==> src/hw/rtl/qpht_pkg.sv <==
// Shared types and constants for the quadratic-probing hash table.
// Holds operation and status codes, slot tags and the controller/datapath structs.
// No dependencies.
`default_nettype none

package qpht_pkg;

  localparam int KEY_W      = 31;
  localparam int MOD_STEPS  = 2;
  localparam int MCNT_W     = $clog2(MOD_STEPS);
  localparam int SLOT_OUT_W = 4;

  typedef logic [1:0] func_t;
  localparam func_t FUNC_INSERT = 2'd0;
  localparam func_t FUNC_SEARCH = 2'd1;
  localparam func_t FUNC_DELETE = 2'd2;

  typedef logic [2:0] status_t;
  localparam status_t ST_INSERTED  = 3'd0;
  localparam status_t ST_FOUND     = 3'd1;
  localparam status_t ST_DELETED   = 3'd2;
  localparam status_t ST_NOT_FOUND = 3'd3;
  localparam status_t ST_FULL      = 3'd4;

  typedef logic [1:0] tag_t;
  localparam tag_t TAG_EMPTY   = 2'd0;
  localparam tag_t TAG_USED    = 2'd1;
  localparam tag_t TAG_DELETED = 2'd2;

  typedef struct packed {
    logic    load;
    logic    mod_step;
    logic    probe_next;
    logic    wr_insert;
    logic    wr_delete;
    logic    set_result;
    logic    res_hit;
    status_t res_code;
    logic    out_load;
  } cmd_t;

  typedef struct packed {
    func_t op;
    logic  mod_last;
    logic  probe_last;
    logic  tag_empty;
    logic  tag_used;
    logic  key_match;
    logic  out_free;
  } stat_t;

endpackage

`default_nettype wire

==> src/hw/rtl/qpht_ctrl.sv <==
// Controller state machine for the quadratic-probing hash table.
// Sequences home-slot reduction, the probe loop and result delivery.
// Depends on qpht_pkg.
`default_nettype none

module qpht_ctrl (
  input  wire logic          clk,
  input  wire logic          rst,
  input  wire logic          in_valid,
  output logic               in_stall,
  input  wire qpht_pkg::stat_t stat,
  output qpht_pkg::cmd_t     cmd
);

  localparam logic [2:0] S_IDLE   = 3'd0;
  localparam logic [2:0] S_HOME   = 3'd1;
  localparam logic [2:0] S_READ   = 3'd2;
  localparam logic [2:0] S_CHECK  = 3'd3;
  localparam logic [2:0] S_RESULT = 3'd4;

  logic [2:0] state;
  logic [2:0] state_next;

  assign in_stall = (state != S_IDLE);

  always_ff @(posedge clk) begin
    if (rst) begin
      state <= S_IDLE;
    end else begin
      state <= state_next;
    end
  end

  always_comb begin
    state_next = state;
    cmd = '0;
    cmd.res_code = qpht_pkg::ST_NOT_FOUND;
    case (state)
      S_IDLE: begin
        if (in_valid) begin
          cmd.load = 1'b1;
          state_next = S_HOME;
        end
      end
      S_HOME: begin
        cmd.mod_step = 1'b1;
        if (stat.mod_last) begin
          state_next = S_READ;
        end
      end
      S_READ: begin
        state_next = S_CHECK;
      end
      S_CHECK: begin
        state_next = S_RESULT;
        case (stat.op)
          qpht_pkg::FUNC_INSERT: begin
            if (!stat.tag_used) begin
              cmd.wr_insert = 1'b1;
              cmd.set_result = 1'b1;
              cmd.res_hit = 1'b1;
              cmd.res_code = qpht_pkg::ST_INSERTED;
            end else if (stat.probe_last) begin
              cmd.set_result = 1'b1;
              cmd.res_code = qpht_pkg::ST_FULL;
            end else begin
              cmd.probe_next = 1'b1;
              state_next = S_READ;
            end
          end
          qpht_pkg::FUNC_SEARCH, qpht_pkg::FUNC_DELETE: begin
            if (stat.tag_empty) begin
              cmd.set_result = 1'b1;
              cmd.res_code = qpht_pkg::ST_NOT_FOUND;
            end else if (stat.tag_used && stat.key_match) begin
              cmd.set_result = 1'b1;
              cmd.res_hit = 1'b1;
              if (stat.op == qpht_pkg::FUNC_DELETE) begin
                cmd.wr_delete = 1'b1;
                cmd.res_code = qpht_pkg::ST_DELETED;
              end else begin
                cmd.res_code = qpht_pkg::ST_FOUND;
              end
            end else if (stat.probe_last) begin
              cmd.set_result = 1'b1;
              cmd.res_code = qpht_pkg::ST_NOT_FOUND;
            end else begin
              cmd.probe_next = 1'b1;
              state_next = S_READ;
            end
          end
          default: begin
            cmd.set_result = 1'b1;
            cmd.res_code = qpht_pkg::ST_NOT_FOUND;
          end
        endcase
      end
      S_RESULT: begin
        if (stat.out_free) begin
          cmd.out_load = 1'b1;
          state_next = S_IDLE;
        end
      end
      default: begin
        state_next = S_IDLE;
      end
    endcase
  end

endmodule

`default_nettype wire

==> src/hw/rtl/qpht_dp.sv <==
// Datapath for the quadratic-probing hash table: key memory, slot tags,
// home-slot remainder unit, probe address stepping and the output register.
// Depends on qpht_pkg.
`default_nettype none

module qpht_dp #(
  parameter int TABLE_SIZE = 16
) (
  input  wire logic                            clk,
  input  wire logic                            rst,
  input  wire qpht_pkg::func_t                 func,
  input  wire logic [qpht_pkg::KEY_W-1:0]      key,
  input  wire logic                            out_stall,
  output logic                                 out_valid,
  output qpht_pkg::status_t                    status,
  output logic [qpht_pkg::SLOT_OUT_W-1:0]      slot_index,
  input  wire qpht_pkg::cmd_t                  cmd,
  output qpht_pkg::stat_t                      stat
);

  localparam int SW = $clog2(TABLE_SIZE);
  localparam logic [SW:0] SIZE_W = (SW+1)'(TABLE_SIZE);
  localparam logic [SW-1:0] LAST_PROBE = SW'(TABLE_SIZE - 1);
  localparam int RSH = qpht_pkg::KEY_W + SW;
  localparam logic [31:0] RECIP =
    32'(((64'd1 << RSH) + 64'(TABLE_SIZE) - 64'd1) / 64'(TABLE_SIZE));

  qpht_pkg::func_t                   op;
  logic [qpht_pkg::KEY_W-1:0]        key_reg;
  logic [qpht_pkg::KEY_W+31:0]       prod;
  logic [SW-1:0]                     quot_low;
  logic [SW-1:0]                     quot_mul;
  logic [SW-1:0]                     home_slot;
  logic [qpht_pkg::MCNT_W-1:0]       mcnt;
  logic [SW-1:0]                     slot;
  logic [SW-1:0]                     slot_next;
  logic [SW-1:0]                     step;
  logic [SW-1:0]                     step_next;
  logic [SW-1:0]                     probe;
  logic [SW:0]                       slot_sum;
  logic [SW:0]                       step_sum;
  logic [qpht_pkg::KEY_W-1:0]        key_mem [TABLE_SIZE];
  logic [qpht_pkg::KEY_W-1:0]        rd_key;
  qpht_pkg::tag_t                    tags [TABLE_SIZE];
  qpht_pkg::status_t                 res_status;
  logic [SW-1:0]                     res_slot;
  logic [SW+qpht_pkg::SLOT_OUT_W-1:0] slot_ext;

  // Key mod TABLE_SIZE by reciprocal multiplication. The first step registers the
  // low quotient bits; the second forms the remainder from the low key bits.
  assign prod = {32'd0, key_reg} * {31'd0, RECIP};
  assign quot_mul = quot_low * SW'(TABLE_SIZE);
  assign home_slot = key_reg[SW-1:0] - quot_mul;

  // Slot of probe i+1 is slot of probe i plus (2i+1), both kept mod TABLE_SIZE.
  assign slot_sum = {1'b0, slot} + {1'b0, step};
  assign slot_next = (slot_sum >= SIZE_W) ? SW'(slot_sum - SIZE_W) : slot_sum[SW-1:0];
  assign step_sum = {1'b0, step} + (SW+1)'(2);
  assign step_next = (step_sum >= SIZE_W) ? SW'(step_sum - SIZE_W) : step_sum[SW-1:0];

  always_ff @(posedge clk) begin
    if (cmd.load) begin
      op <= func;
      key_reg <= key;
      mcnt <= '0;
    end
    if (cmd.mod_step) begin
      quot_low <= prod[RSH +: SW];
      mcnt <= mcnt + qpht_pkg::MCNT_W'(1);
      slot <= home_slot;
      step <= SW'(1);
      probe <= '0;
    end
    if (cmd.probe_next) begin
      slot <= slot_next;
      step <= step_next;
      probe <= probe + SW'(1);
    end
    if (cmd.set_result) begin
      res_status <= cmd.res_code;
      res_slot <= cmd.res_hit ? slot : '0;
    end
  end

  always_ff @(posedge clk) begin
    if (cmd.wr_insert) begin
      key_mem[slot] <= key_reg;
    end
    rd_key <= key_mem[slot];
  end

  always_ff @(posedge clk) begin
    if (rst) begin
      for (int n = 0; n < TABLE_SIZE; n++) begin
        tags[n] <= qpht_pkg::TAG_EMPTY;
      end
    end else if (cmd.wr_insert) begin
      tags[slot] <= qpht_pkg::TAG_USED;
    end else if (cmd.wr_delete) begin
      tags[slot] <= qpht_pkg::TAG_DELETED;
    end
  end

  assign slot_ext = {{qpht_pkg::SLOT_OUT_W{1'b0}}, res_slot};

  always_ff @(posedge clk) begin
    if (rst) begin
      out_valid <= 1'b0;
    end else if (cmd.out_load) begin
      out_valid <= 1'b1;
    end else if (!out_stall) begin
      out_valid <= 1'b0;
    end
    if (cmd.out_load) begin
      status <= res_status;
      slot_index <= slot_ext[qpht_pkg::SLOT_OUT_W-1:0];
    end
  end

  always_comb begin
    stat.op = op;
    stat.mod_last = (mcnt == qpht_pkg::MCNT_W'(qpht_pkg::MOD_STEPS - 1));
    stat.probe_last = (probe == LAST_PROBE);
    stat.tag_empty = (tags[slot] == qpht_pkg::TAG_EMPTY);
    stat.tag_used = (tags[slot] == qpht_pkg::TAG_USED);
    stat.key_match = (rd_key == key_reg);
    stat.out_free = !out_valid || !out_stall;
  end

  a_one_tag_write: assert property (@(posedge clk) disable iff (rst)
    !(cmd.wr_insert && cmd.wr_delete))
    else $error("Insert and delete wrote a slot tag in the same cycle.");

  a_delete_used: assert property (@(posedge clk) disable iff (rst)
    cmd.wr_delete |-> (tags[slot] == qpht_pkg::TAG_USED))
    else $error("Delete hit a slot that does not hold a key.");

  a_insert_free: assert property (@(posedge clk) disable iff (rst)
    cmd.wr_insert |-> (tags[slot] != qpht_pkg::TAG_USED))
    else $error("Insert overwrote an occupied slot.");

  a_out_no_overrun: assert property (@(posedge clk) disable iff (rst)
    cmd.out_load |-> (!out_valid || !out_stall))
    else $error("Output register loaded while holding an untaken item.");

  a_slot_range: assert property (@(posedge clk) disable iff (rst)
    cmd.probe_next |=> ({1'b0, slot} < SIZE_W))
    else $error("Probe slot left the table range.");

endmodule

`default_nettype wire

==> src/hw/rtl/quadratic_probe_hash_table.sv <==
// Top level of the open-addressing hash table with quadratic probing.
// Joins the controller (qpht_ctrl) and the datapath (qpht_dp); uses qpht_pkg.
//
//   Channel  Direction  Handshake            Payload
//   in       in         in_valid / in_stall  func, key
//   out      out        out_valid / out_stall status, slot_index
//
// An item is accepted in S_IDLE, its key is reduced to its home slot in S_HOME, each
// probe goes through the key memory's registered read port (S_READ, then S_CHECK) and
// the result is loaded into the output register; the block takes one item at a time.
// Reset empties every slot at once; the block accepts items right after reset.
// A new item is taken while the previous result still waits in the output register.
`default_nettype none

module quadratic_probe_hash_table #(
  parameter int TABLE_SIZE = 16
) (
  input  wire logic                          clk,
  input  wire logic                          rst,
  input  wire logic                          in_valid,
  output logic                               in_stall,
  input  wire qpht_pkg::func_t               func,
  input  wire logic [qpht_pkg::KEY_W-1:0]    key,
  output logic                               out_valid,
  input  wire logic                          out_stall,
  output qpht_pkg::status_t                  status,
  output logic [qpht_pkg::SLOT_OUT_W-1:0]    slot_index
);

  qpht_pkg::cmd_t  cmd;
  qpht_pkg::stat_t stat;

  qpht_ctrl u_ctrl (
    .clk      (clk),
    .rst      (rst),
    .in_valid (in_valid),
    .in_stall (in_stall),
    .stat     (stat),
    .cmd      (cmd)
  );

  qpht_dp #(
    .TABLE_SIZE (TABLE_SIZE)
  ) u_dp (
    .clk        (clk),
    .rst        (rst),
    .func       (func),
    .key        (key),
    .out_stall  (out_stall),
    .out_valid  (out_valid),
    .status     (status),
    .slot_index (slot_index),
    .cmd        (cmd),
    .stat       (stat)
  );

endmodule

`default_nettype wire

==> config.mk <==
export PLATFORM = sky130hd
export DESIGN_NAME = quadratic_probe_hash_table
export DESIGN_NICKNAME = d
export VERILOG_FILES = /design/src/hw/rtl/qpht_pkg.sv /design/src/hw/rtl/qpht_ctrl.sv /design/src/hw/rtl/qpht_dp.sv /design/src/hw/rtl/quadratic_probe_hash_table.sv
export SDC_FILE = /design/constraint.sdc
export NUM_CORES = 1
export LEC_CHECK = 0
export BUFFER_PORTS_ARGS = -buffer_cell sky130_fd_sc_hd__buf_2
export CAP_MARGIN = 15
export CORE_AREA = 2 2 239 265
export CTS_BUF_LIST = sky130_fd_sc_hd__clkbuf_4
export CTS_CLUSTER_SIZE = 14
export DETAILED_ROUTE_END_ITERATION = 6
export DIE_AREA = 0 0 241 267
export HOLD_SLACK_MARGIN = 0.05
export PLACE_DENSITY = 0.66
export SLEW_MARGIN = 20
export SYNTH_ARGS = -nofsm -noshare
export SYNTH_HDL_FRONTEND = slang
export SYNTH_SLANG_ARGS = --single-unit
==> constraint.sdc <==
create_clock -name clk -period 5.3 [get_ports clk]
set_clock_uncertainty 0.2 [all_clocks]
set_input_delay 0.265 -clock clk [delete_from_list [all_inputs] [get_ports clk]]
set_output_delay 0.265 -clock clk [all_outputs]
set_load 0.01 [all_outputs]
-- Word-level counts from Yosys, hierarchy flattened
Memory sizes are Yosys's and may differ from the RTL's. A register that Yosys moved wholly into a read port is not among the register bits.
Index checks and enable logic that the tools add are counted.
Widths: inputs -> output; s select.
- RAM bits: 528
- memories: 2
- ROM bits: 0
- bits in registers: 64
- bits in latches: 0
- output and inout bits: 9
- bitwise logic cells: 1
- divide/modulo/power cells: 0
- shifts and indexed selects: 0
- reduce and logical (&&, ||, !) cells: 13
- add/subtract/negate cells: 6
- $lt $le $gt $ge: 2
- $mul: 0
- mux-type cells: 67
- equal/unequal tests: 13
- memory list (memory ; depth ; width ; rd ports ; clocked after memory_dff ; write ports ; RTL line ; RTL):
    u_dp.key_mem ; 16 ; 31 ; 1 ; 1 ; 1 ; qpht_dp.sv:42 ; logic [qpht_pkg::KEY_W-1:0] key_mem [TABLE_SIZE];
    u_dp.tags ; 16 ; 2 ; 1 ; 1 ; 16 ; qpht_dp.sv:44 ; qpht_pkg::tag_t tags [TABLE_SIZE];
- operator list (cell ; number):
    $mux 4 ; 10
    $mux 1 ; 36
    $mux 3 ; 11
    $eq 31x31->1 ; 1
    $pmux 3 s5 ; 1
    $pmux 3 s2 ; 2
    $ge 5x5->1 const B ; 2
    $mux 8 ; 1
    $sub 4x1->4 const B ; 2
    $eq 3x2->1 const B ; 2
    $mux 2 ; 3
    $pmux 1 s2 ; 3
    $add 4x2->5 const B ; 1
    $add 4x4->5 ; 1
    $add 4x1->4 const B ; 1
    $eq 2x1->1 const B ; 2
    $eq 4x4->1 const B ; 1
    $logic_not 2->1 ; 2
    $ne 2x1->1 const B ; 2
    $ne 2x2->1 const B ; 2
    $reduce_bool 2->1 ; 2
    $reduce_or 2->1 ; 2
    $eq 3x1->1 const B ; 1
    $eq 3x3->1 const B ; 1
    9 further kinds ; 10

-- Depth between registers and ports, before layout
Gate-level depths: netlist (run 1).
- word-level depth: 13
- mapped depth: 11
- mapped depth without buffers: 7

-- Modules after synthesis
Synthesis (run 1) repeated with hierarchy kept, for this count alone.
- cells, all modules: 1087
- area, all modules: 23907.9 sq um
- modules (own cells, without submodules) (module ; area an instance (sq um) ; cells each ; seq. area each (sq um) ; instances):
    qpht_dp ; 23493.8 ; 1034 ; 18347.6 ; 1
    qpht_ctrl ; 414.1 ; 53 ; 60.1 ; 1

-- Worst setup path before layout (run 1)
Ideal clock, no wire load.
- path type: flip-flop to flip-flop
- from: reg u_dp.slot[0]
- to: mem u_dp.key_mem[13][0] in the netlist's numbering (enable)
- setup slack: 1.460 ns
- arrival time: 3.221 ns
- period minus slack after synthesis: 3.840 ns
- setup time: 0.419 ns
- path buffers: 4
- stages on the path, launching flop included: 9
- data required time: 4.681 ns
- cells stage by stage: edfxtp_1 > clkbuf_1 > buf_2 > buf_2 > clkbuf_1 > inv_1 > nor2_1 > nand3_1 > nor2_1
- RTL lines (item ; RTL line ; RTL):
    start: declaration ; qpht_dp.sv:35 ; logic [SW-1:0] slot;
    start signal: assignment ; qpht_dp.sv:70 ; slot <= home_slot;
    start signal: assignment ; qpht_dp.sv:75 ; slot <= slot_next;
    end: declaration ; qpht_dp.sv:42 ;
No word-level cell before the write port.

-- Worst setup path after layout (run 1)
- from: reg u_dp.key_reg[7] in the netlist's numbering
- to: reg u_dp.slot[2] (enable)
- word-level cells in the longest chain between the ends: 7
- ends and longest elaborated chain (item ; RTL line ; RTL):
    start: declaration ; qpht_dp.sv:29 ; logic [qpht_pkg::KEY_W-1:0] key_reg;
    start signal: assignment ; qpht_dp.sv:64 ; key_reg <= key;
    $eq 31x31->1 ; qpht_dp.sv:126 ; stat.key_match = (rd_key == key_reg);
    $logic_and 1x1->1 ; qpht_ctrl.sv:75 ; end else if (stat.tag_used && stat.key_match) begin
    $mux 1 ; qpht_ctrl.sv:75 ;
    $mux 1 ; qpht_ctrl.sv:72 ; if (stat.tag_empty) begin
    $pmux 1 s2 ; qpht_ctrl.sv:56 ; case (stat.op)
    $mux 8 ; qpht_ctrl.sv:38 ; case (state)
    $reduce_bool 2->1 (no source line) ; - ;
No other way between the ends.
A chain may end at the register's enable or synchronous reset.

==> results of run 1 <==
-- stage by stage --
step                      utilization (%)  hold slack (ns)
after floorplan                         -            0.164
after global placement               40.9            0.211
after detailed placement             40.9            0.215
after CTS                            45.5            0.131
after global routing                 45.5            0.216
final                                45.5            0.236
-- cell usage in the layout, fill, tap and decap left out, types with 3 or more instances in the layout --
cell type	count
sky130_fd_sc_hd__and2_1	8
sky130_fd_sc_hd__nand4_1	11
sky130_fd_sc_hd__inv_1	9
sky130_fd_sc_hd__nor2_1	48
sky130_fd_sc_hd__edfxtp_1	587
sky130_fd_sc_hd__buf_2	45
sky130_fd_sc_hd__nand2_1	22
sky130_fd_sc_hd__xnor2_1	35
sky130_fd_sc_hd__inv_2	3
sky130_fd_sc_hd__clkbuf_4	253
sky130_fd_sc_hd__o21ai_0	7
sky130_fd_sc_hd__buf_4	31
sky130_fd_sc_hd__nand3_1	18
sky130_fd_sc_hd__diode_2	3
sky130_fd_sc_hd__dlygate4sd3_1	75
sky130_fd_sc_hd__o21bai_2	10
sky130_fd_sc_hd__ha_1	7
sky130_fd_sc_hd__clkinv_1	23
sky130_fd_sc_hd__a21oi_1	6
sky130_fd_sc_hd__nor2_4	18
sky130_fd_sc_hd__mux2_2	4
sky130_fd_sc_hd__mux4_2	163
sky130_fd_sc_hd__clkinvlp_4	3
sky130_fd_sc_hd__o21bai_1	6
sky130_fd_sc_hd__nor2b_1	4
sky130_fd_sc_hd__dfxtp_1	39
-- kinds of logic (layout without fill, tap and decap cells) --
kind of cell | after synthesis | in the layout
XOR/XNOR | 37 | 37
AND/OR/NAND/NOR | 144 | 144
adder cells (fa/ha/maj) | 8 | 8
other | 0 | 3
buffers and inverters | 60 | 447
flip-flops | 626 | 626
AO/OA/AOI/OAI | 40 | 40
multiplexers | 169 | 169
-- final timing paths --
check	slack, ns	from	cells past startpoint	to
worst max-delay path	1.49	u_dp.key_reg[7]	8	u_dp.slot[2]
worst min-delay path	0.24	u_dp.res_slot[2]	0	u_dp.slot_index[2]
worst max register to register	1.49	u_dp.key_reg[7]	8	u_dp.slot[2]
worst min register to register	0.24	u_dp.res_slot[2]	0	u_dp.slot_index[2]
-- Yosys cell counts (8+ instances only) --
cell                       count
sky130_fd_sc_hd__edfxtp_1    587
sky130_fd_sc_hd__mux4_2      163
sky130_fd_sc_hd__nor2_1       65
sky130_fd_sc_hd__dfxtp_1      39
sky130_fd_sc_hd__clkbuf_1     36
sky130_fd_sc_hd__xnor2_1      35
sky130_fd_sc_hd__nand2_1      22
sky130_fd_sc_hd__nand3_1      18
sky130_fd_sc_hd__nand4_1      11
sky130_fd_sc_hd__o21bai_2     10
sky130_fd_sc_hd__inv_1         9
sky130_fd_sc_hd__and2_1        8
sky130_fd_sc_hd__buf_1         8
-- layer usage --
layer / wire length [um] / share of wire [%]
met5: 0 / 0
met2: 25300 / 51
met4: 849 / 1.7
met3: 2970 / 6.0
met1: 20600 / 41
-- layout make-up --
class	count	area (um2)	share of cell area, %
Antenna cell	3	7.51	0.0267
Clock buffer	253	1900	6.75
Clock inverter	34	199	0.707
Inverter	9	33.8	0.120
Multi-Input combinational cell	398	5320	18.9
Sequential cell	626	18400	65.5
Tap cell	833	1040	3.71
Timing Repair Buffer	151	1210	4.30
-- what timing repair did --
| action | in CTS | in global routing |
|---|---|---|
| hold buffers | 75 | 0 |
| gates resized for setup | 0 | 0 |
| setup endpoints to repair | 0 | 0 |
| hold endpoints to repair | 128 | 0 |
-- where the power goes --
group / internal (mW) / total (mW) / switching (mW)
clock network: 2.26 / 4.15 / 1.89
logic: 0.540 / 1.04 / 0.502
registers: 5.62 / 5.81 / 0.199
==> flow_summary_export.csv, run 1 <==
group,metric,value,unit
outcome,run_status,"finished clean",
sta,worst_slack,1.49,ns
route,dr.pass1.iters,5,
setup_path,cp-start-kind,"register",
global_route,gr_met1_demand_resource,20.5,%
global_route,met3_usage_grt,4.81,%
die,placement_rows,96,
power_and_ir_drop,power_density,391,mW/mm2
global_route,grtUsageMet2,26.3,%
global_route,antenna_found_initial,2,
sta,tightestPinTransition,0.985,ns
placed_design,post-dp-hpwl,26300,um
die,ioPinCount,46,
setup_path,arrival,4.18,ns
logic_synthesis,compound_gate_fraction_of_synth_area,1.37,%
logic_synthesis,synthArstFlopShare,0,%
sta,period_utilization_post_route,71.9,%
final_layout,fillers,5268,
final_layout,largest-register,"u_dp.key_mem",
logic_synthesis,synthAdderAreaFrac,0.451,%
route,detailroute.via_count,11700,
placed_design,gp_routability_congestion,0.747,
power_and_ir_drop,highest_ir_drop_seen_on_vdd,230,uV
clock_network,cts_setup_buffers,0,
global_route,gr_usage_total,16.1,%
logic_synthesis,post_synth_inst_count,1084,
sta,report.final.hold_viol_count,0,
logic_synthesis,number_of_synthesized_flops_with_an_enable_pin,587,
die,die_h,267,um
logic_synthesis,synth_warnings,0,
logic_synthesis,seq_area_frac_synth,77.1,%
route,post_drt_via_cell_ratio,5.07,
setup_path,timing.critical_path.cells,"xnor2_1 -> nand4_1 -> nor4_1 -> buf_4 -> a21oi_1 -> o2111ai_1 -> and2_1 -> nand2_1",
final_layout,net_total_in_the_final_layout,1390,
clock_network,root_buffer,"sky130_fd_sc_hd__clkbuf_4",
placed_design,place.detailed.instances,1942,
global_route,grt_max_degree,48,
clock_network,cts_tree,"built",
route,remaining_drc_errors,0,
clock_network,path_clk_slew,0.07,ns
global_route,via_count_of_the_first_global_routing_pass,12500,
setup_path,critical_path_buf_inv_count,1,
global_route,most_heavily_used_metal_layer_in_global_routing,"met2",
placed_design,postPlaceCellArea,0.0253,mm2
route,detail_route.wl_per_cell,21.6,um
final_layout,reg.largest.list,"u_dp.key_mem (496), u_dp.tags (32)",
hold_path,path_type_of_the_worst_min_delay_path,"reg -> reg",
logic_synthesis,ys_seq_elements,626,
placed_design,place.port_buffers,45,
sta,max_freq,262,MHz
sta,min_period,3.81,ns
clock_network,insertion_delay,0.98,ns
placed_design,post-place-ws,1.42,ns
sta,rsz_0062_raised_after_global_routing,"no",
die,fp.dieArea,0.0643,mm2
logic_synthesis,synth.area.mux_share,15.7,%
logic_synthesis,mappedNetlistArea,0.0239,mm2
clock_network,clkSinkCount,626,
route,antenna_violating_nets_post_route,0,
setup_path,critical_path.top_delay_family,"simple AND/OR/NAND/NOR gates",
final_layout,largest_register_ff_count,496,
logic_synthesis,synth.area.top_cells,"sky130_fd_sc_hd__edfxtp_1 74%, sky130_fd_sc_hd__mux4_2 15%, sky130_fd_sc_hd__dfxtp_1 3.3%",
sta,fin_tns_setup,0,ns
sta,setup-violations-final,0,
logic_synthesis,yosys.cell_types.count,48,
setup_path,worst_path_max_delay_cell,"sky130_fd_sc_hd__edfxtp_1",
final_layout,finalNonFillerCells,2307,
global_route,grt_pass1_wl,75500,um
sta,report.final.slew_viol_count,0,
logic_synthesis,dominantRegCellSynth,"sky130_fd_sc_hd__edfxtp_1",
die,fp.dieW,241,um
setup_path,timing_worst_setup_path_type,"reg -> reg",
global_route,grt_remaining_overflow,0,
clock_network,cts-buffers-inserted,159,
final_layout,drive_gt1_share,36.9,%
setup_path,crit_path_max_fanout,17,
setup_path,timing.critical_path.slowest_cell_delay,0.62,ns
setup_path,crit_required,5.67,ns
sta,maxSlewHeadroom,34.3,%
logic_synthesis,syn_nets,1129,
die,floorplan.initialDensity,38.7,%
route,detail_route.wirelength,49700,um
final_layout,fin_area,0.0281,mm2
clock_network,clock_tree.buffer_depth,3,
logic_synthesis,synth_top_family_by_area,"multiplexers",
run,maxCapViolations,0,
die,core_area,0.0617,mm2
logic_synthesis,synth_area_leader_cell,"sky130_fd_sc_hd__edfxtp_1",
setup_path,timing.critical_path.to_type,"register",
logic_synthesis,share_of_synthesized_cell_area_in_and_or_nand_and_nor_gates,2.92,%
power_and_ir_drop,static-leakage-power,9.13,nW
logic_synthesis,post_synth_xor_area_fraction,1.36,%
final_layout,area.growth.synth_to_final,17.8,%
route,drt_iter0_drc,1091,
logic_synthesis,yosys.area.top_type_share,73.9,%
power_and_ir_drop,total_power,11.0,mW
logic_synthesis,synth_area_per_cell,22.0,um2
clock_network,cts_max_level,4,
No activity file was read; power rests on OpenSTA's default activity.
==> run 2, diff against run 1 <==
--- a/config.mk
+++ b/config.mk
@@ -13,7 +13,7 @@
 export DETAILED_ROUTE_END_ITERATION = 6
 export DIE_AREA = 0 0 241 267
 export HOLD_SLACK_MARGIN = 0.05
-export PLACE_DENSITY = 0.66
+export PLACE_DENSITY = 0.68
 export SLEW_MARGIN = 20
 export SYNTH_ARGS = -nofsm -noshare
 export SYNTH_HDL_FRONTEND = slang
==> constraint.sdc (replaced) <==
create_clock -name clk -period 3.33 [get_ports clk]
set_clock_uncertainty 0.2 [all_clocks]
set_input_delay 0.1665 -clock clk [delete_from_list [all_inputs] [get_ports clk]]
set_output_delay 0.1665 -clock clk [all_outputs]
set_load 0.01 [all_outputs]
==> flow_summary_export.csv, run 2 (synthesized netlist as in run 1, its figures left out) <==
group,metric,value,unit
outcome,run_status,"finished clean",
route,remaining_drc_errors,0,
sta,period_utilization_post_route,95.6,%
sta,report.final.slew_viol_count,0,
route,drt_iter0_drc,1021,
route,antenna_violating_nets_post_route,0,
final_layout,largest-register,"u_dp.key_mem",
placed_design,gp_routability_congestion,0.784,
power_and_ir_drop,static-leakage-power,9.46,nW
sta,setup-violations-final,0,
setup_path,timing.critical_path.to_type,"register",
sta,tightestPinTransition,0.714,ns
placed_design,place.detailed.instances,1998,
placed_design,place.port_buffers,45,
setup_path,crit_path_max_fanout,17,
global_route,gr_met1_demand_resource,20.3,%
setup_path,timing.critical_path.slowest_cell_delay,0.62,ns
final_layout,fillers,5196,
setup_path,critical_path_buf_inv_count,2,
global_route,antenna_found_initial,1,
global_route,grt_max_degree,75,
setup_path,worst_path_max_delay_cell,"sky130_fd_sc_hd__edfxtp_1",
power_and_ir_drop,total_power,17.7,mW
final_layout,mostFrequentLayoutCell,"sky130_fd_sc_hd__edfxtp_1",
global_route,met3_usage_grt,4.88,%
final_layout,drive_gt1_share,38.7,%
route,post_drt_via_cell_ratio,5.07,
global_route,most_heavily_used_metal_layer_in_global_routing,"met2",
die,die_h,267,um
route,detail_route.wl_per_cell,21.7,um
die,core_area,0.0617,mm2
final_layout,net_total_in_the_final_layout,1446,
global_route,grt_pass1_wl,77000,um
clock_network,clkSinkCount,626,
setup_path,timing.critical_path.cells,"xnor2_1 -> nand4_1 -> nor4_1 -> buf_4 -> a21oi_1 -> o2111ai_1 -> buf_4 -> nand2_1 -> mux2_2",
sta,holdWs,0.191,ns
clock_network,path_clk_slew,0.06,ns
final_layout,fin_area,0.0288,mm2
setup_path,critical_path.top_delay_family,"simple AND/OR/NAND/NOR gates",
die,fp.dieW,241,um
sta,max_freq,314,MHz
die,placement_rows,96,
clock_network,insertion_delay,0.95,ns
placed_design,postPlaceCellArea,0.0259,mm2
clock_network,root_buffer,"sky130_fd_sc_hd__clkbuf_4",
final_layout,mostFrequentLayoutCells,"587 x sky130_fd_sc_hd__edfxtp_1, 238 x sky130_fd_sc_hd__clkbuf_4, 163 x sky130_fd_sc_hd__mux4_2",
clock_network,clock_tree.buffer_depth,3,
clock_network,cts_max_level,4,
final_layout,final_core_utilization,46.6,%
setup_path,crit_required,3.79,ns
global_route,grtUsageMet2,27.4,%
die,fp.dieArea,0.0643,mm2
final_layout,reg.largest.list,"u_dp.key_mem (496), u_dp.tags (32)",
clock_network,cts-buffers-inserted,157,
power_and_ir_drop,highest_ir_drop_seen_on_vdd,351,uV
sta,report.final.hold_viol_count,0,
setup_path,worst_path_most_repeated_cell,"sky130_fd_sc_hd__buf_4",
power_and_ir_drop,power_density,614,mW/mm2
global_route,grt_remaining_overflow,0,
route,detail_route.wirelength,51100,um
die,ioPinCount,46,
sta,min_period,3.18,ns
clock_network,cts_tree,"built",
setup_path,cp-start-kind,"register",
sta,maxSlewHeadroom,52.4,%
die,floorplan.initialDensity,38.7,%
hold_path,path_type_of_the_worst_min_delay_path,"in -> reg",
route,dr.pass1.iters,5,
run,maxCapViolations,0,
route,detailroute.via_count,12000,
placed_design,post-dp-hpwl,28100,um
global_route,gr_usage_total,16.6,%
final_layout,finalNonFillerCells,2360,
final_layout,largest_register_ff_count,496,
global_route,via_count_of_the_first_global_routing_pass,12800,
sta,rsz_0062_raised_after_global_routing,"no",
final_layout,area.growth.synth_to_final,20.6,%
setup_path,timing_worst_setup_path_type,"reg -> reg",
setup_path,arrival,3.65,ns
[run 2: worst paths after layout]
kind / startpoint / to / slack (ns) / depth (start not counted)
worst min register to register: u_dp.res_slot[2] / u_dp.slot_index[2] / 0.22 / 0
worst min-delay path: rst / u_ctrl.state[1] / 0.19 / 4
worst max register to register: u_dp.key_reg[25] / u_dp.slot[2] / 0.15 / 9
worst max-delay path: u_dp.key_reg[25] / u_dp.slot[2] / 0.15 / 9
[run 2: worst reg2reg max path: stages (launching register included)]
cell and delay (ns):
sky130_fd_sc_hd__edfxtp_1 0.62, sky130_fd_sc_hd__xnor2_1 0.29, sky130_fd_sc_hd__nand4_1 0.23, sky130_fd_sc_hd__nor4_1 0.46, sky130_fd_sc_hd__buf_4 0.21, sky130_fd_sc_hd__a21oi_1 0.08, sky130_fd_sc_hd__o2111ai_1 0.22, sky130_fd_sc_hd__buf_4 0.17
sky130_fd_sc_hd__nand2_1 0.14, sky130_fd_sc_hd__mux2_2 0.31
[run 2: cell type report]
type / instances / area, um2 / share of cell area, %
clock buffer: 238 / 1790 / 6.21
inverter: 9 / 33.8 / 0.117
clock inverter: 43 / 309 / 1.07
multi-input combinational: 398 / 5330 / 18.5
tap: 833 / 1040 / 3.62
antenna: 4 / 10.0 / 0.0348
sequential: 626 / 18400 / 64.0
timing repair buffer: 209 / 1870 / 6.49
[run 2: layer usage]
layer	vias up	part of all wire [%]
met1	6248	40
met4	0	2.9
met5	-	0
li1	5241	-
met3	84	6.1
met2	389	51
[run 2: stage by stage]
step | TNS [ns] | setup slack [ns]
2_1_floorplan | -116.57 | -0.391
3_3_place_gp | 0 | 0.0643
3_5_place_dp | -0.0172 | -0.00891
4_1_cts | 0 | 0.00405
5_1_grt | 0 | 0.00564
6_report | 0 | 0.146
[run 2: power breakdown]
part / leakage [nW] / switching (mW) / internal [mW]
Clock: 1.24 / 2.98 / 3.65
Combinational: 2.55 / 0.959 / 0.948
Sequential: 5.67 / 0.205 / 8.93
Total: 9.46 / 4.15 / 13.5
[run 2: repair_timing]
item	CTS	global route
gates resized for setup	0	1
endpoints found under the hold margin	142	0
hold buffers	74	0
setup buffers	0	3
endpoints found under the setup margin	0	29
==> run 3, diff against run 2 <==
--- a/config.mk
+++ b/config.mk
@@ -5,15 +5,17 @@
 export SDC_FILE = /design/constraint.sdc
 export NUM_CORES = 1
 export LEC_CHECK = 0
+export ABC_AREA = 1
+export ABC_CLOCK_PERIOD_IN_PS = 3330
 export BUFFER_PORTS_ARGS = -buffer_cell sky130_fd_sc_hd__buf_2
 export CAP_MARGIN = 15
-export CORE_AREA = 2 2 239 265
+export CORE_AREA = 2 2 248 275
 export CTS_BUF_LIST = sky130_fd_sc_hd__clkbuf_4
 export CTS_CLUSTER_SIZE = 14
 export DETAILED_ROUTE_END_ITERATION = 6
-export DIE_AREA = 0 0 241 267
+export DIE_AREA = 0 0 250 277
 export HOLD_SLACK_MARGIN = 0.05
-export PLACE_DENSITY = 0.68
+export PLACE_DENSITY = 0.64
 export SLEW_MARGIN = 20
 export SYNTH_ARGS = -nofsm -noshare
 export SYNTH_HDL_FRONTEND = slang
==> flow_summary_export.csv, run 3 <==
group,metric,value,unit
outcome,run_status,"finished clean",
route,route.met2.wl,28200,um
sta,tightestPinTransition,0.908,ns
setup_path,arrival,3.61,ns
global_route,antenna_found_initial,2,
route,met1Wirelength,24000,um
route,detailroute.via_count,14900,
final_layout,final_core_utilization,42.7,%
logic_synthesis,synth_area_per_cell,14.7,um2
final_layout,finalNonFillerCells,2876,
hold_path,path_type_of_the_worst_min_delay_path,"reg -> reg",
logic_synthesis,synth.area.top_cells,"sky130_fd_sc_hd__edfxtp_1 74%, sky130_fd_sc_hd__a22oi_1 7.8%, sky130_fd_sc_hd__dfxtp_1 3.3%",
final_layout,fillers,6084,
die,ioPinCount,46,
clock_network,path_clk_slew,0.06,ns
logic_synthesis,synth_commonest_cells,"587 x sky130_fd_sc_hd__edfxtp_1, 248 x sky130_fd_sc_hd__a22oi_1, 168 x sky130_fd_sc_hd__nand2_1, 128 x sky130_fd_sc_hd__a21oi_1, 109 x sky130_fd_sc_hd__nor2_1",
final_layout,net_total_in_the_final_layout,1931,
logic_synthesis,synth_area_leader_cell,"sky130_fd_sc_hd__edfxtp_1",
logic_synthesis,synth_warnings,0,
logic_synthesis,mappedNetlistArea,0.0238,mm2
sta,report.final.slew_viol_count,0,
clock_network,cts_tree,"built",
route,detail_route.wl_per_cell,20.2,um
setup_path,timing_worst_setup_path_type,"reg -> reg",
sta,maxSlewHeadroom,39.4,%
setup_path,timing.critical_path.to_type,"register",
setup_path,cp-start-kind,"register",
placed_design,place.detailed.instances,2509,
logic_synthesis,synthArstFlopShare,0,%
power_and_ir_drop,total_power,20.2,mW
die,core_area,0.0668,mm2
sta,min_period,3.15,ns
clock_network,insertion_delay,0.97,ns
logic_synthesis,number_of_synthesized_flops_with_an_enable_pin,587,
sta,report.final.hold_viol_count,0,
logic_synthesis,seq_area_frac_synth,77.5,%
global_route,grt_pass1_wl,87200,um
final_layout,area.growth.synth_to_final,20.1,%
global_route,grt_remaining_overflow,0,
final_layout,reg.largest.list,"u_dp.key_mem (496), u_dp.tags (32)",
die,placement_rows,100,
logic_synthesis,syn_nets,1660,
global_route,grt_max_degree,125,
power_and_ir_drop,power_density,707,mW/mm2
die,fp.dieW,250,um
global_route,via_count_of_the_first_global_routing_pass,15200,
die,floorplan.initialDensity,35.6,%
final_layout,drive_gt1_share,22.3,%
logic_synthesis,yosys.cell_types.count,36,
final_layout,mostFrequentLayoutCell,"sky130_fd_sc_hd__edfxtp_1",
die,fp.dieArea,0.0693,mm2
clock_network,root_buffer,"sky130_fd_sc_hd__clkbuf_4",
logic_synthesis,most_used_standard_cell_by_instance_count_after_synthesis,"sky130_fd_sc_hd__edfxtp_1",
route,dr.pass1.iters,5,
clock_network,cts_max_level,4,
sta,period_utilization_post_route,94.7,%
route,met3RoutedLength,4580,um
logic_synthesis,post_synth_inst_count,1615,
global_route,gr_usage_total,16.7,%
placed_design,gp_routability_congestion,0.813,
sta,max_freq,317,MHz
placed_design,post-dp-hpwl,27900,um
setup_path,crit_path_max_fanout,29,
route,post_drt_via_cell_ratio,5.19,
final_layout,largest-register,"u_dp.key_mem",
hold_path,timing.hold.worst_path_depth,0,
clock_network,cts-buffers-inserted,159,
logic_synthesis,dominantRegCellSynth,"sky130_fd_sc_hd__edfxtp_1",
final_layout,largest_register_ff_count,496,
clock_network,clkSinkCount,626,
logic_synthesis,yosys.area.top_type_share,74.2,%
route,routed.top_layer,"met4",
setup_path,crit_required,3.79,ns
sta,setup-violations-final,0,
setup_path,r2r.worst_path.cells,14,
run,maxCapViolations,0,
die,die_h,277,um
route,remaining_drc_errors,0,
logic_synthesis,ys_seq_elements,626,
route,detail_route.wirelength,58200,um
route,drt_iter0_drc,1613,
route,antenna_violating_nets_post_route,0,
final_layout,mostFrequentLayoutCells,"587 x sky130_fd_sc_hd__edfxtp_1, 249 x sky130_fd_sc_hd__clkbuf_4, 248 x sky130_fd_sc_hd__a22oi_1",
clock_network,clock_tree.buffer_depth,3,
power_and_ir_drop,static-leakage-power,10.0,nW
placed_design,place.port_buffers,45,
clock_network,cts_resized,0,
power_and_ir_drop,highest_ir_drop_seen_on_vdd,589,uV
run 3: cell types whose count changed in the layout (fill, tap and decap cells not counted), moves of 31 or more:
cell and delta:
sky130_fd_sc_hd__nor2_1 +45, sky130_fd_sc_hd__a21oi_1 +122, sky130_fd_sc_hd__a22oi_1 +246, sky130_fd_sc_hd__mux4_2 -163
sky130_fd_sc_hd__or4_1 +31, sky130_fd_sc_hd__inv_1 +86, sky130_fd_sc_hd__nand2_1 +145
run 3: area by class of cell:
cell class / count / area [um2] / area share, %
Clock buffer: 249 / 1870 / 6.55
Tap cell: 867 / 1080 / 3.80
Multi-Input combinational cell: 790 / 4700 / 16.5
Sequential cell: 626 / 18400 / 64.5
Antenna cell: 3 / 7.51 / 0.0263
Inverter: 119 / 459 / 1.61
Clock inverter: 32 / 277 / 0.969
Timing Repair Buffer: 190 / 1730 / 6.08
run 3: repair_timing:
| action | in CTS | in global routing |
|---|---|---|
| endpoints found under the setup margin | 0 | 35 |
| hold endpoints to repair | 126 | 0 |
| hold buffers | 73 | 0 |
| buffers inserted | 0 | 10 |
run 3: layer usage:
layer | vias up | track usage (%)
met3 | 113 | 4.52
li1 | 6767 | -
met5 | - | 0
met4 | 0 | 6.80
met1 | 7398 | 21.1
met2 | 651 | 27.0
run 3: critical path, cell delays in order, from the launching register on:
cell,delay [ns]
sky130_fd_sc_hd__edfxtp_1,0.60
sky130_fd_sc_hd__nand2_1,0.09
sky130_fd_sc_hd__inv_1,0.06
sky130_fd_sc_hd__nor2_1,0.04
sky130_fd_sc_hd__nor2_1,0.20
sky130_fd_sc_hd__nand2_1,0.07
sky130_fd_sc_hd__nor2_1,0.10
sky130_fd_sc_hd__nand2_1,0.13
sky130_fd_sc_hd__nor2_1,0.31
sky130_fd_sc_hd__nand3_2,0.20
sky130_fd_sc_hd__nor2_4,0.16
sky130_fd_sc_hd__nand4_4,0.10
sky130_fd_sc_hd__o21ai_4,0.34
sky130_fd_sc_hd__nand2_1,0.13
sky130_fd_sc_hd__nand2_1,0.14
run 3: through the flow:
step | cell area, um2 | setup TNS [ns] | hold slack (ns) | setup WS, ns
after global placement | 25600 | 0 | 0.147 | 0.247
final | 28500 | 0 | 0.220 | 0.175
after global routing | 28500 | -0.00792 | 0.173 | -0.00671
after detailed placement | 25600 | 0 | 0.146 | 0.170
after floorplan | 23800 | -59.98 | 0.0356 | -0.261
after CTS | 28500 | 0 | 0.123 | 0.171
run 3: kinds of logic (layout without fill, tap and decap cells):
logic type / Yosys count / in the layout / synth area share [%]
flops: 626 / 626 / 77.5
fa+ha+maj: 8 / 8 / 0.453
buf+inv: 199 / 590 / 3.44
simple gates: 387 / 387 / 7.47
compound gates: 384 / 384 / 10.8
xor+xnor: 11 / 11 / 0.405
other cells: 0 / 3 / 0
run 3: final timing paths:
| path | slack, ns | startpoint | to |
|---|---|---|---|
| min | 0.22 | u_dp.res_slot[0] | u_dp.slot_index[0] |
| max | 0.18 | u_dp.key_reg[26] | u_dp.tags[11][0] |
| min reg2reg | 0.22 | u_dp.res_slot[0] | u_dp.slot_index[0] |
| max reg2reg | 0.18 | u_dp.key_reg[26] | u_dp.tags[11][0] |
run 3: power breakdown:
part	leakage (nW)	internal [mW]	switching, mW
clock	1.28	3.78	2.99
combinational	3.07	1.24	2.51
sequential	5.68	9.29	0.363
total	10.0	14.3	5.86
